--- config.mk ---
export PLATFORM = sky130hd
export DESIGN_NAME = point_symmetry_mirror
export DESIGN_NICKNAME = d
export VERILOG_FILES = /design/src/psm_pkg.sv /design/src/point_symmetry_mirror.sv
export SDC_FILE = /design/constraint.sdc
export NUM_CORES = 1
export LEC_CHECK = 0
export BUFFER_PORTS_ARGS = -buffer_cell sky130_fd_sc_hd__buf_2
export CELL_PAD_IN_SITES_DETAIL_PLACEMENT = 1
export CELL_PAD_IN_SITES_GLOBAL_PLACEMENT = 1
export CORE_ASPECT_RATIO = 0.9
export CORE_MARGIN = 5
export CORE_UTILIZATION = 25
export DETAILED_ROUTE_END_ITERATION = 7
export GPL_ROUTABILITY_DRIVEN = 0
export PLACE_DENSITY_LB_ADDON = 0.05
export SETUP_SLACK_MARGIN = 0.2
export SYNTH_ARGS = -nofsm -noshare
export SYNTH_HDL_FRONTEND = slang
export SYNTH_SLANG_ARGS = --single-unit
--- constraint.sdc ---
create_clock -name clk -period 4.4 [get_ports clk]
set_input_delay 0.44 -clock clk [delete_from_list [all_inputs] [get_ports clk]]
set_output_delay 0.44 -clock clk [all_outputs]
set_load 0.01 [all_outputs]
--- src/psm_pkg.sv ---
`timescale 1ns / 1ps
// ----------------------------------------------------------------------------
// psm_pkg - shared types and constants for the point symmetry mirror
// Word layouts for input points and result copies, configuration register
// indexes and symmetry mode codes.
// ----------------------------------------------------------------------------
package psm_pkg;

    // coordinate and field widths
    localparam int COORD_BITS    = 16;
    localparam int PRESS_BITS    = 16;
    localparam int IDX_BITS      = 4;
    localparam int CFG_IDX_BITS  = 3;
    localparam int CFG_DATA_BITS = COORD_BITS;

    // symmetry mode codes; the spare code gives the original point only
    typedef enum logic [2:0] {
        MODE_HORIZ     = 3'd0,
        MODE_VERT      = 3'd1,
        MODE_DIAG45    = 3'd2,
        MODE_DIAG135   = 3'd3,
        MODE_ROT180    = 3'd4,
        MODE_ROT90     = 3'd5,
        MODE_COMPOSITE = 3'd6
    } mode_t;

    // configuration register indexes
    typedef enum logic [CFG_IDX_BITS-1:0] {
        CFG_MODE        = 3'd0,
        CFG_CENTER_X    = 3'd1,
        CFG_CENTER_Y    = 3'd2,
        CFG_AXIS_FLAGS  = 3'd3,
        CFG_WIDTH_ODD   = 3'd4,
        CFG_HEIGHT_ODD  = 3'd5
    } cfg_index_t;

    // input point word
    typedef struct packed {
        logic signed [COORD_BITS-1:0] point_x;
        logic signed [COORD_BITS-1:0] point_y;
        logic        [PRESS_BITS-1:0] point_pressure;
    } point_t;

    // result copy word
    typedef struct packed {
        logic signed [COORD_BITS-1:0] out_x;
        logic signed [COORD_BITS-1:0] out_y;
        logic        [PRESS_BITS-1:0] out_pressure;
        logic        [IDX_BITS-1:0]   copy_index;
        logic                         last_copy;
    } result_t;

endpackage

--- src/point_symmetry_mirror.sv ---
`timescale 1ns / 1ps
// ----------------------------------------------------------------------------
// point_symmetry_mirror - symmetric copies of stroke points
// Emits each input point followed by its mirrored or rotated copies about a
// configured center, one copy per clock, through a five stage pipeline.
// ----------------------------------------------------------------------------
// A point accepted on start (with busy low) yields 1, 2, 4 or up to 16
// result words, one per clock, each on the result port for a single cycle
// with result_valid high; the first word is copy 0, the point itself. A
// copy sequencer issues one copy per clock and holds each point until its
// last copy is issued; a new point is taken on the cycle its last copy is
// issued: with one copy per point the block takes a point every clock.
// Result words are always taken, so nothing downstream can slow the block.
// Configuration writes are accepted at once (cfg_ready is always high) and
// must only be issued while no point is in flight.
module point_symmetry_mirror (
    input  logic                                  clk,
    input  logic                                  rst_n,
    input  logic                                  start,
    output logic                                  busy,
    input  psm_pkg::point_t                       point,
    output logic                                  result_valid,
    output psm_pkg::result_t                      result,
    input  logic                                  cfg_valid,
    output logic                                  cfg_ready,
    input  logic [psm_pkg::CFG_IDX_BITS-1:0]      cfg_index,
    input  logic [psm_pkg::CFG_DATA_BITS-1:0]     cfg_data
);
    import psm_pkg::*;

    // offsets from center grow by at most one bit per mirror step
    localparam int OFS_BITS = COORD_BITS + 4;
    localparam int SUM_BITS = OFS_BITS + 1;
    localparam logic signed [SUM_BITS-1:0] SAT_HI = SUM_BITS'((2 ** (COORD_BITS - 1)) - 1);
    localparam logic signed [SUM_BITS-1:0] SAT_LO = -SAT_HI - SUM_BITS'(1);

    // mirror steps applied to one copy, in order h, v, d45, d135
    typedef struct packed {
        logic h;
        logic v;
        logic d45;
        logic d135;
        logic par;
    } copy_op_t;

    // side information that travels with each copy
    typedef struct packed {
        copy_op_t              op;
        logic [PRESS_BITS-1:0] pressure;
        logic [IDX_BITS-1:0]   idx;
        logic                  last;
    } copy_tag_t;

    function automatic logic signed [COORD_BITS-1:0] sat_coord(
        input logic signed [SUM_BITS-1:0] v
    );
        logic signed [SUM_BITS-1:0] c;
        begin
            if (v > SAT_HI)
            begin
                c = SAT_HI;
            end
            else if (v < SAT_LO)
            begin
                c = SAT_LO;
            end
            else
            begin
                c = v;
            end
            return c[COORD_BITS-1:0];
        end
    endfunction

    // configuration registers
    logic [2:0]                   mode_reg;
    logic signed [COORD_BITS-1:0] center_x_reg;
    logic signed [COORD_BITS-1:0] center_y_reg;
    logic [3:0]                   axis_flags_reg;
    logic                         width_odd_reg;
    logic                         height_odd_reg;

    assign cfg_ready = 1'b1;

    always_ff @(posedge clk or negedge rst_n)
    begin
        if (!rst_n)
        begin
            mode_reg       <= '0;
            center_x_reg   <= '0;
            center_y_reg   <= '0;
            axis_flags_reg <= '0;
            width_odd_reg  <= 1'b0;
            height_odd_reg <= 1'b0;
        end
        else if (cfg_valid && cfg_ready)
        begin
            unique case (cfg_index)
                CFG_MODE:       mode_reg       <= cfg_data[2:0];
                CFG_CENTER_X:   center_x_reg   <= cfg_data[COORD_BITS-1:0];
                CFG_CENTER_Y:   center_y_reg   <= cfg_data[COORD_BITS-1:0];
                CFG_AXIS_FLAGS: axis_flags_reg <= cfg_data[3:0];
                CFG_WIDTH_ODD:  width_odd_reg  <= cfg_data[0];
                CFG_HEIGHT_ODD: height_odd_reg <= cfg_data[0];
                default:        ;
            endcase
        end
    end

    // copy sequencer state
    logic                gen_active_reg;
    logic [IDX_BITS-1:0] gen_cnt_reg;
    logic [IDX_BITS-1:0] gen_last_reg;
    point_t              gen_point_reg;
    logic [IDX_BITS-1:0] gen_last_next;
    logic                gen_at_last;
    logic                accept;
    logic [2:0]          flag_count;

    assign gen_at_last = (gen_cnt_reg == gen_last_reg);
    assign busy        = gen_active_reg && !gen_at_last;
    assign accept      = start && !busy;

    // number of copies minus one for the current mode
    always_comb
    begin
        flag_count = 3'(axis_flags_reg[0]) + 3'(axis_flags_reg[1])
                   + 3'(axis_flags_reg[2]) + 3'(axis_flags_reg[3]);
        unique case (mode_reg)
            MODE_HORIZ, MODE_VERT, MODE_DIAG45, MODE_DIAG135, MODE_ROT180:
                gen_last_next = IDX_BITS'(1);
            MODE_ROT90:
                gen_last_next = IDX_BITS'(3);
            MODE_COMPOSITE:
                gen_last_next = IDX_BITS'((5'd1 << flag_count) - 5'd1);
            default:
                gen_last_next = '0;
        endcase
    end

    always_ff @(posedge clk or negedge rst_n)
    begin
        if (!rst_n)
        begin
            gen_active_reg <= 1'b0;
            gen_cnt_reg    <= '0;
            gen_last_reg   <= '0;
        end
        else if (accept)
        begin
            gen_active_reg <= 1'b1;
            gen_cnt_reg    <= '0;
            gen_last_reg   <= gen_last_next;
        end
        else if (gen_active_reg)
        begin
            if (gen_at_last)
            begin
                gen_active_reg <= 1'b0;
            end
            else
            begin
                gen_cnt_reg <= gen_cnt_reg + IDX_BITS'(1);
            end
        end
    end

    always_ff @(posedge clk)
    begin
        if (accept)
        begin
            gen_point_reg <= point;
        end
    end

    // mirror steps for the copy being issued
    copy_op_t   issue_op;
    logic [1:0] rank_v;
    logic [1:0] rank_d45;
    logic [1:0] rank_d135;

    always_comb
    begin
        issue_op  = '0;
        rank_v    = 2'(axis_flags_reg[0]);
        rank_d45  = 2'(axis_flags_reg[0]) + 2'(axis_flags_reg[1]);
        rank_d135 = 2'(axis_flags_reg[0]) + 2'(axis_flags_reg[1])
                  + 2'(axis_flags_reg[2]);
        issue_op.par = 1'b1;
        unique case (mode_reg)
            MODE_HORIZ:   issue_op.h    = (gen_cnt_reg == IDX_BITS'(1));
            MODE_VERT:    issue_op.v    = (gen_cnt_reg == IDX_BITS'(1));
            MODE_DIAG45:  issue_op.d45  = (gen_cnt_reg == IDX_BITS'(1));
            MODE_DIAG135: issue_op.d135 = (gen_cnt_reg == IDX_BITS'(1));
            MODE_ROT180:
            begin
                issue_op.h = (gen_cnt_reg == IDX_BITS'(1));
                issue_op.v = (gen_cnt_reg == IDX_BITS'(1));
            end
            MODE_ROT90:
            begin
                // quarter turns built from unshifted mirrors
                issue_op.par = 1'b0;
                issue_op.h   = (gen_cnt_reg == IDX_BITS'(1)) || (gen_cnt_reg == IDX_BITS'(2));
                issue_op.v   = (gen_cnt_reg == IDX_BITS'(2)) || (gen_cnt_reg == IDX_BITS'(3));
                issue_op.d45 = (gen_cnt_reg == IDX_BITS'(1)) || (gen_cnt_reg == IDX_BITS'(3));
            end
            MODE_COMPOSITE:
            begin
                // bit j of the index picks the j-th enabled axis
                issue_op.h    = axis_flags_reg[0] && gen_cnt_reg[0];
                issue_op.v    = axis_flags_reg[1] && gen_cnt_reg[rank_v];
                issue_op.d45  = axis_flags_reg[2] && gen_cnt_reg[rank_d45];
                issue_op.d135 = axis_flags_reg[3] && gen_cnt_reg[rank_d135];
            end
            default:      ;
        endcase
    end

    // stage 1: issued copy
    logic      p1_valid_reg;
    copy_tag_t p1_tag_reg;
    logic signed [COORD_BITS-1:0] p1_x_reg;
    logic signed [COORD_BITS-1:0] p1_y_reg;

    // stage 2: offsets from center
    logic      p2_valid_reg;
    copy_tag_t p2_tag_reg;
    logic signed [OFS_BITS-1:0] p2_dx_reg;
    logic signed [OFS_BITS-1:0] p2_dy_reg;

    // stage 3: after horizontal and vertical mirrors
    logic      p3_valid_reg;
    copy_tag_t p3_tag_reg;
    logic signed [OFS_BITS-1:0] p3_dx_reg;
    logic signed [OFS_BITS-1:0] p3_dy_reg;

    // stage 4: after diagonal mirrors
    logic      p4_valid_reg;
    copy_tag_t p4_tag_reg;
    logic signed [OFS_BITS-1:0] p4_dx_reg;
    logic signed [OFS_BITS-1:0] p4_dy_reg;

    // output word
    logic    result_valid_reg;
    result_t result_reg;

    logic signed [SUM_BITS-1:0] out_x_sum;
    logic signed [SUM_BITS-1:0] out_y_sum;

    assign out_x_sum = SUM_BITS'(center_x_reg) + SUM_BITS'(p4_dx_reg);
    assign out_y_sum = SUM_BITS'(center_y_reg) + SUM_BITS'(p4_dy_reg);

    // valid bits through the pipeline
    always_ff @(posedge clk or negedge rst_n)
    begin
        if (!rst_n)
        begin
            p1_valid_reg     <= 1'b0;
            p2_valid_reg     <= 1'b0;
            p3_valid_reg     <= 1'b0;
            p4_valid_reg     <= 1'b0;
            result_valid_reg <= 1'b0;
        end
        else
        begin
            p1_valid_reg     <= gen_active_reg;
            p2_valid_reg     <= p1_valid_reg;
            p3_valid_reg     <= p2_valid_reg;
            p4_valid_reg     <= p3_valid_reg;
            result_valid_reg <= p4_valid_reg;
        end
    end

    // data path
    always_ff @(posedge clk)
    begin
        // issue
        p1_tag_reg.op       <= issue_op;
        p1_tag_reg.pressure <= gen_point_reg.point_pressure;
        p1_tag_reg.idx      <= gen_cnt_reg;
        p1_tag_reg.last     <= gen_at_last;
        p1_x_reg            <= gen_point_reg.point_x;
        p1_y_reg            <= gen_point_reg.point_y;

        // offsets from center
        p2_tag_reg <= p1_tag_reg;
        p2_dx_reg  <= OFS_BITS'(p1_x_reg) - OFS_BITS'(center_x_reg);
        p2_dy_reg  <= OFS_BITS'(p1_y_reg) - OFS_BITS'(center_y_reg);

        // horizontal and vertical mirrors, minus one on odd brush size
        p3_tag_reg <= p2_tag_reg;
        if (p2_tag_reg.op.h)
        begin
            p3_dx_reg <= (p2_tag_reg.op.par && width_odd_reg) ? ~p2_dx_reg : -p2_dx_reg;
        end
        else
        begin
            p3_dx_reg <= p2_dx_reg;
        end
        if (p2_tag_reg.op.v)
        begin
            p3_dy_reg <= (p2_tag_reg.op.par && height_odd_reg) ? ~p2_dy_reg : -p2_dy_reg;
        end
        else
        begin
            p3_dy_reg <= p2_dy_reg;
        end

        // diagonal mirrors: 45 swaps and negates, 135 swaps
        p4_tag_reg <= p3_tag_reg;
        unique case ({p3_tag_reg.op.d45, p3_tag_reg.op.d135})
            2'b11:
            begin
                p4_dx_reg <= -p3_dx_reg;
                p4_dy_reg <= -p3_dy_reg;
            end
            2'b10:
            begin
                p4_dx_reg <= -p3_dy_reg;
                p4_dy_reg <= -p3_dx_reg;
            end
            2'b01:
            begin
                p4_dx_reg <= p3_dy_reg;
                p4_dy_reg <= p3_dx_reg;
            end
            default:
            begin
                p4_dx_reg <= p3_dx_reg;
                p4_dy_reg <= p3_dy_reg;
            end
        endcase

        // back to absolute coordinates, saturated
        result_reg.out_x        <= sat_coord(out_x_sum);
        result_reg.out_y        <= sat_coord(out_y_sum);
        result_reg.out_pressure <= p4_tag_reg.pressure;
        result_reg.copy_index   <= p4_tag_reg.idx;
        result_reg.last_copy    <= p4_tag_reg.last;
    end

    assign result_valid = result_valid_reg;
    assign result       = result_reg;

`ifndef ASSERT_OFF
    // an accepted point shows its original copy after the pipeline delay
    a_first_copy: assert property (@(posedge clk) disable iff (!rst_n)
        (start && !busy) |-> ##6 (result_valid && result.copy_index == '0))
        else $error("original copy missing after accepted point");

    // copies of one point leave back to back with rising index
    a_copy_run: assert property (@(posedge clk) disable iff (!rst_n)
        (result_valid && !result.last_copy) |=>
            (result_valid && result.copy_index == IDX_BITS'($past(result.copy_index) + 1'b1)))
        else $error("copy sequence broken");

    // the sequencer never runs past the final copy of a point
    a_cnt_bound: assert property (@(posedge clk) disable iff (!rst_n)
        gen_active_reg |-> (gen_cnt_reg <= gen_last_reg))
        else $error("copy counter beyond last copy");
`endif

endmodule

# Word level (Yosys, flattened, before mapping)
# Index checks and enable logic that the tools add are counted.
dict set report totals {
  register_bits 398
  in_bits 71
  out_inout_bits 56
  wordCells 150
}
dict set report classes {
  n_addsub 15
  order_cmp 7
  n_eq_ne 19
  shifts 1
  muxes 26
  bitwise 2
  reduce_logical 26
}
# op count
set ops {}
lappend ops {{$pmux 20 s3} 2}
lappend ops {{$mux 20} 4}
lappend ops {{$add 16x20->21} 2}
lappend ops {{$gt 21x16->1 const B} 2}
lappend ops {{$lt 21x16->1 const B} 2}
lappend ops {{$neg 17->20} 2}
lappend ops {{$neg 20->20} 2}
lappend ops {{$not 17->20} 2}
lappend ops {{$sub 16x16->17} 2}
lappend ops {{$mux 16} 2}
lappend ops {{$eq 3x3->1 const B} 5}
lappend ops {{$reduce_and 2->1} 7}
lappend ops {{$eq 3x2->1 const B} 4}
lappend ops {{$mux 4} 3}
lappend ops {{$pmux 4 s3} 1}
lappend ops {{$pmux 1 s3} 3}
lappend ops {{$eq 4x2->1 const B} 2}
lappend ops {{$logic_and 1x1->1} 8}
lappend ops {{$mux 1} 8}
lappend ops {{$eq 3x1->1 const B} 2}
lappend ops {{$logic_not 3->1} 2}
lappend ops {{$lt 2x3->1 const B} 2}
lappend ops {{$reduce_or 5->1} 1}
lappend ops {{$add 1x1->2} 2}
lappend ops {{other kinds (18)} 24}

# Longest topological paths before layout
# Gate-level depths: netlist (run 1).
dict set report depth {
  word_depth 7
  ltp_mapped 12
  mapped_depth_nobuf 12
}

# Least setup slack after synthesis (run 1)
# Ideal clock, no wire load.
dict set report synth_path {
  path_type {reg2reg}
  start {register center_x_reg[0]}
  end {register result_reg, in the netlist result[37]}
  arrival_ns 2.914
  t_required_ns 4.259
  slack_ns 1.345
  stages_incl_launch_ff 12
  n_path_buf 1
  synth_period_minus_slack_ns 3.055
  cell_sequence {dfrtp_1 -> ha_1 -> fa_1 -> a211oi_2 -> o211ai_1 -> a311oi_2 -> o31ai_2 -> o41ai_2 -> o21ai_0 -> a41oi_2 -> clkbuf_2 -> o21ai_0}
}
dict set report synth_between {
  elab_chain_len 3
}
# element line
set synth_lines {}
lappend synth_lines {{from (decl)} point_symmetry_mirror.sv:77} ;# logic signed [COORD_BITS-1:0] center_x_reg;
lappend synth_lines {{from (signal assigned)} point_symmetry_mirror.sv:100} ;# CFG_CENTER_X: center_x_reg <= cfg_data[COORD_BITS-1:0];
lappend synth_lines {{$add 16x20->21 (*)} point_symmetry_mirror.sv:251} ;# assign out_x_sum = SUM_BITS'(center_x_reg) + SUM_BITS'(p4_dx_reg);
lappend synth_lines {{$lt 21x16->1} point_symmetry_mirror.sv:63} ;# else if (v < SAT_LO)
lappend synth_lines {{$mux 16} point_symmetry_mirror.sv:63}
lappend synth_lines {{to (decl)} point_symmetry_mirror.sv:246} ;# result_t result_reg;
# Mark *: on every way between the ends. The rest lies on a longest branch, timed or not.
# A chain may end at the register's enable or synchronous reset.

# Worst setup path in the final report (run 1)
dict set report layout_path {
  start {register center_x_reg[0]}
  end {register result_reg, in the netlist result[51]}
}
# The elaborated chain is that of the path after synthesis.

==> impl_metrics.tcl, run 1 <==
set metrics [dict create \
    outcome "completed" \
    cts_resized 0 \
    slew_viol_final 0 \
    start_kind "flip-flop" \
    async_flop_share_pct 13.8 \
    initial_core_util_pct 25.2 \
    finalPower_mw 15.6 \
    drtPass1Iterations 5 \
    swShare_pct 36.7 \
    final_cells 2493 \
    setup_viol 0 \
    regArea_sq_um 8720 \
    clock.fmax_mhz 265 \
    layout-drive-gt1-share_pct 16.7 \
    viasPerCell 4.33 \
    cts_tree "yes" \
    max_slew_margin_pct 41.5 \
    route.detailed.drc 0 \
    path_delay_family "compound AO/OA/AOI/OAI gates" \
    synth_area_leaders "dfxtp_1 37%, edfxtp_1 9.1%, dfrtp_1 8.7%, ha_1 6.6%, xnor2_1 4.7%" \
    syn-num-nets 1571 \
    p_seq_share_pct 38.6 \
    grt_pass1_vias 11800 \
    overflow 0 \
    preCtsSetupSlack_ns 0.637 \
    min_delay_path_depth 1 \
    antenna_found_initial 0 \
    crit_start "center_x_reg[0]$_DFFE_PN0P_" \
    drt-wirelength-per-cell_um 17.1 \
    fill_cells 7020 \
    worstMarginPinSlew_ns 0.875 \
    worst-path-max-fanout 15 \
    multi_input_area_sq_um 6690 \
    p_per_area_nw_per_um2 804 \
    cp_data_arrival_time_ns 4.18 \
    cap_violations 0 \
    grt_pass1_wl_um 67900 \
    io_pins 127 \
    die_w_um 275 \
    antenna_left 0 \
    hpwl_um 32800 \
    worst-path-stages 11 \
    h-tree-depth 2 \
    setup_ws_ns 0.629 \
    layout_commonest_cell "dfxtp_1" \
    diodes 0 \
    path_class "reg -> reg" \
    ys_seq_area_share_pct 55.1 \
    vdd_drop_max_uv 374 \
    rsz0062_at_grt "false" \
    postSynthAreaPerCell_sq_um 11.2 \
    timing.final.crit_share_pct 85.7 \
    nets 1769 \
    hp-class "in -> reg" \
    grt_use_total_pct 12.6 \
    yosysTopAreaCell "dfxtp_1" \
    clock_sinks 398 \
    post-place-cells 2360 \
    worstHoldStart "point[45]" \
    synth.distinct_cells 81 \
    ys_seq_elements 398 \
    cts_made_buffers 47 \
    coreArea_sq_um 62700 \
    max_stage_delay_ns 0.63 \
    hold_viol 0 \
    cp-end-kind "flip-flop" \
    io_buffers 125 \
    worstPathCellList "ha_1 -> fa_1 -> a211oi_2 -> o211ai_1 -> a311oi_2 -> o31ai_2 -> o41ai_2 -> xor2_1 -> nand2_1 -> o41ai_4 -> o21ai_0" \
    wl_um 42700 \
    pwr-share-clk_pct 24.4 \
    rows 87 \
    p_int_mw 9.91 \
    min_period_ns 3.77 \
    crit_required_ns 4.81 \
    p_comb_share_pct 37.0 \
    synth_edf_count 48 \
    clock_latency_ns 0.59 \
    ctsRootBufferMaster "clkbuf_16" \
    holdWs_ns 0.0452 \
    fin_tns_setup_ns 0 \
    dieArea_sq_um 68500 \
    largest_reg_flops 53 \
    crit_slowest_cell "o41ai_4" \
    synth_ff_type "dfxtp_1" \
    final_cell_mix "295 x dfxtp_1, 125 x buf_2, 121 x nand2_1" \
    fp.dieH_um 249 \
    post_cts_buffers 0 \
    grt_max_degree 47 \
    route.vias.total 10800 \
    path_buf_inv 0 \
    synth_area_sq_um 15800 \
    area_delta_synth_final_pct 22.9 \
    p_sw_mw 5.74 \
    synthCells 1411 \
    cts.reportedPaths.clkPinSlew_ns 0.06 \
    synth_top_area_share_pct 37.3 \
    p_leak_nw 7.90 \
    yosys_warnings 0 \
    cts_buffer_depth 3 \
    first_iter_violations 471 \
    finClkSkew_ns 0.0163 \
    rr_worst_depth 11 \
    reg2reg_from "center_x_reg[0]$_DFFE_PN0P_" \
]
[stage by stage]
stage / util (%) / area [sq um]
finish: 31.0 / 19500
detailed placement: 27.8 / 17400
CTS: 31.0 / 19500
global route: 31.0 / 19500
floorplan: - / 15800
global placement: 27.8 / 17400
[area by class of cell]
class,instances,share of cell area (%)
clock buffers,61,6.90
clock inverters,27,1.11
inverters,73,1.41
multi-input cells,910,34.4
flip-flops and latches,398,44.8
well taps,845,5.43
repair buffers,179,5.94
[cells in the mapped netlist, drive strengths merged (7+ instances only)]
cell      n
or4       8
xnor2    85
nand3    22
or3      16
or2       7
mux2     10
a21o     30
buf       7
o211ai    9
a21oi    56
inv      73
nor2b    12
clkbuf   23
nor3     36
o21ai   120
dfrtp    55
ha       83
nand2   121
a211oi   15
nor2     69
edfxtp   48
xor2     32
o41ai    11
nand2b   18
and2     13
o31ai    16
mux4     26
dfxtp   295
o21a     13
[cells by family (layout without fill, tap and decap cells)]
kind of cell / count (synthesis) / in the layout / synth area share [%]
AO/OA/AOI/OAI: 320 / 320 / 13.1
XOR/XNOR: 117 / 117 / 6.47
adder cells (fa/ha/maj): 89 / 89 / 7.32
buffers and inverters: 103 / 340 / 2.84
flip-flops: 398 / 398 / 55.1
multiplexers: 37 / 37 / 4.52
other: 1 / 1 / 0.0237
AND/OR/NAND/NOR: 346 / 346 / 10.6
[metal layers]
metal	vias up	track usage (%)	share of wire, %
met4	0	3.30	1.9
li1	5408	-	-
met2	108	21.9	50
met3	52	2.22	3.2
met5	-	0	0
met1	5222	16.2	45
[power by group through the flow]
stage | registers [mW] | clock network, mW | logic, mW
after CTS | 6.10 | 4.02 | 5.99
final | 6.05 | 3.81 | 5.79
after detailed placement | 6.16 | 0 | 5.93
after global placement | 6.15 | 0 | 5.87
after global routing | 6.24 | 4.18 | 6.60
after floorplan | 5.86 | 0 | 4.24
[what timing repair did]
action / in CTS / in global routing
hold buffers: 45 / 0
hold endpoints to repair: 60 / 0
endpoints found under the setup margin: 0 / 0
[path summary, 6_finish.rpt]
check	slack [ns]	endpoint
min in group asynchronous	0.35	center_y_reg[1]$_DFFE_PN0P_
min	0.05	gen_point_reg[45]$_DFFE_PP_
min reg2reg	0.32	result[8]$_DFF_P_
max reg2reg	0.63	result[51]$_SDFF_PN1_
max	0.63	result[51]$_SDFF_PN1_
max in group asynchronous	3.03	center_x_reg[15]$_DFFE_PN0P_
No activity file was read; power rests on OpenSTA's default activity.
==> run 2: changes to the inputs <==
--- a/config.mk
+++ b/config.mk
@@ -13,7 +13,8 @@
 export CORE_UTILIZATION = 25
 export DETAILED_ROUTE_END_ITERATION = 7
 export GPL_ROUTABILITY_DRIVEN = 0
-export PLACE_DENSITY_LB_ADDON = 0.05
+export PLACE_DENSITY_LB_ADDON = 0.1
+export RECOVER_POWER = 50
 export SETUP_SLACK_MARGIN = 0.2
 export SYNTH_ARGS = -nofsm -noshare
 export SYNTH_HDL_FRONTEND = slang
==> run 2 against run 1 <==
Net effect:
- the flow now finishes with violations (max-capacitance violations, max-slew violations)
- critical endpoint is now result[41]$_SDFF_PN1_
- clock power up 6.6%
- design area down 0.21%
- global-route usage decreased by 0.53 points
- critical path depth unchanged
- register-to-register slack about the same
==> impl_metrics.tcl, run 2 (synthesized netlist as in run 1, its figures left out) <==
set metrics [dict create \
    clock_sinks 398 \
    path_delay_family "compound AO/OA/AOI/OAI gates" \
    cts_made_buffers 46 \
    crit_required_ns 4.81 \
    cts_buffer_depth 3 \
    h-tree-depth 2 \
    route.detailed.drc 0 \
    fp.dieH_um 249 \
    cp-end-kind "flip-flop" \
    grt_use_total_pct 12.1 \
    grt_max_degree 40 \
    die_w_um 275 \
    cap_violations 1 \
    cp_data_arrival_time_ns 4.17 \
    io_buffers 125 \
    layout_commonest_cell "dfxtp_1" \
    area_delta_synth_final_pct 22.7 \
    finalPower_mw 15.8 \
    dieArea_sq_um 68500 \
    ctsRootBufferMaster "clkbuf_16" \
    post_cts_buffers 0 \
    antenna_found_initial 0 \
    fin_tns_setup_ns 0 \
    finClkSkew_ns 0.0139 \
    layout-drive-gt1-share_pct 16.0 \
    p_per_area_nw_per_um2 813 \
    coreArea_sq_um 62700 \
    final_cell_mix "295 x dfxtp_1, 121 x nand2_1, 120 x o21ai_0" \
    timing.final.crit_share_pct 85.5 \
    start_kind "flip-flop" \
    fill_cells 6981 \
    initial_core_util_pct 25.2 \
    path_buf_inv 0 \
    cts_resized 0 \
    nets 1762 \
    wl_um 41300 \
    grt_pass1_wl_um 66000 \
    fin_util_pct 31.0 \
    vdd_drop_max_uv 267 \
    violations "max-capacitance violations, max-slew violations" \
    drt-wirelength-per-cell_um 16.6 \
    first_iter_violations 278 \
    path_class "reg -> reg" \
    cts_tree "yes" \
    clock_latency_ns 0.58 \
    hp-class "in -> reg" \
    outcome "finished with violations" \
    rows 87 \
    slew_viol_final 32 \
    diodes 0 \
    overflow 0 \
    p_leak_nw 7.86 \
    worstMarginPinSlew_ns 1.58 \
    route.vias.total 10900 \
    grt_pass1_vias 11700 \
    rsz0062_at_grt "false" \
    cts.reportedPaths.clkPinSlew_ns 0.06 \
    clock.fmax_mhz 266 \
    largest_reg_flops 53 \
    setup_viol 0 \
    max_slew_margin_pct -5.66 \
    drtPass1Iterations 4 \
    viasPerCell 4.37 \
    crit_slowest_cell "o41ai_4" \
    max_stage_delay_ns 0.57 \
    worstPathCellList "ha_1 -> fa_1 -> a211oi_2 -> o211ai_1 -> a311oi_2 -> o31ai_2 -> o41ai_2 -> xor2_1 -> nand2_1 -> o41ai_4 -> o21ai_0" \
    antenna_left 0 \
    hold_viol 0 \
    worst-path-max-fanout 15 \
    io_pins 127 \
    ctsHoldBuffers 37 \
    hpwl_um 31700 \
    min_period_ns 3.76 \
]
## run 2: changes by cell type in the layout (fill, tap and decap cells not counted), moves of 2 or more
cell | previous run | this run
dlygate4sd3_1 | 45 | 37
nor4bb_1 | 0 | 2
clkinv_1 | 5 | 1
clkbuf_16 | 50 | 47
bufinv_16 | 1 | 7
clkinv_2 | 12 | 8
nor4bb_4 | 2 | 0
clkbuf_1 | 6 | 21
buf_2 | 125 | 112
## run 2: stage by stage
step           hold WS (ns)  setup slack (ns)  instances  instance area [sq um]
2_1_floorplan         0.144              1.35       1411                  15800
5_1_grt              0.0104             0.328       2484                  19400
3_3_place_gp          0.310             0.784       2362                  17500
6_report             0.0440             0.638       2484                  19400
4_1_cts             0.00102             0.584       2484                  19500
3_5_place_dp          0.313             0.607       2362                  17500
## run 2: path summary, 6_finish.rpt
kind / cells after the start / end / startpoint / slack (ns)
max: 11 / result[41]$_SDFF_PN1_ / center_x_reg[0]$_DFFE_PN0P_ / 0.64
min: 1 / gen_point_reg[40]$_DFFE_PP_ / point[40] / 0.04
max reg2reg: 11 / result[41]$_SDFF_PN1_ / center_x_reg[0]$_DFFE_PN0P_ / 0.64
min reg2reg: 0 / p4_tag_reg[16]$_DFF_P_ / p3_tag_reg[16]$_DFF_P_ / 0.32
max in group asynchronous: 3 / center_x_reg[12]$_DFFE_PN0P_ / rst_n / 2.51
min in group asynchronous: 2 / center_y_reg[0]$_DFFE_PN0P_ / rst_n / 0.63
## run 2: layout make-up
type | count | area, sq um | area share, %
repair buffers | 173 | 1050 | 5.43
clock inverters | 26 | 368 | 1.89
inverters | 73 | 274 | 1.41
clock buffers | 59 | 1280 | 6.60
well taps | 845 | 1060 | 5.44
multi-input cells | 910 | 6660 | 34.3
flip-flops and latches | 398 | 8720 | 44.9
## run 2: routing by layer
layer,global-route usage (%),vias to the layer above,share of wire [%]
met4,3.14,0,1.8
met1,15.4,5319,45
met3,2.20,49,3.2
li1,-,5380,-
met2,21.0,113,50
met5,0,-,0
## run 2: power by group
group | leakage (nW) | internal (mW) | total (mW) | switching, mW
logic | 3.48 | 2.52 | 5.69 | 3.16
clock network | 0.804 | 2.49 | 4.06 | 1.57
registers | 3.58 | 5.14 | 6.04 | 0.904
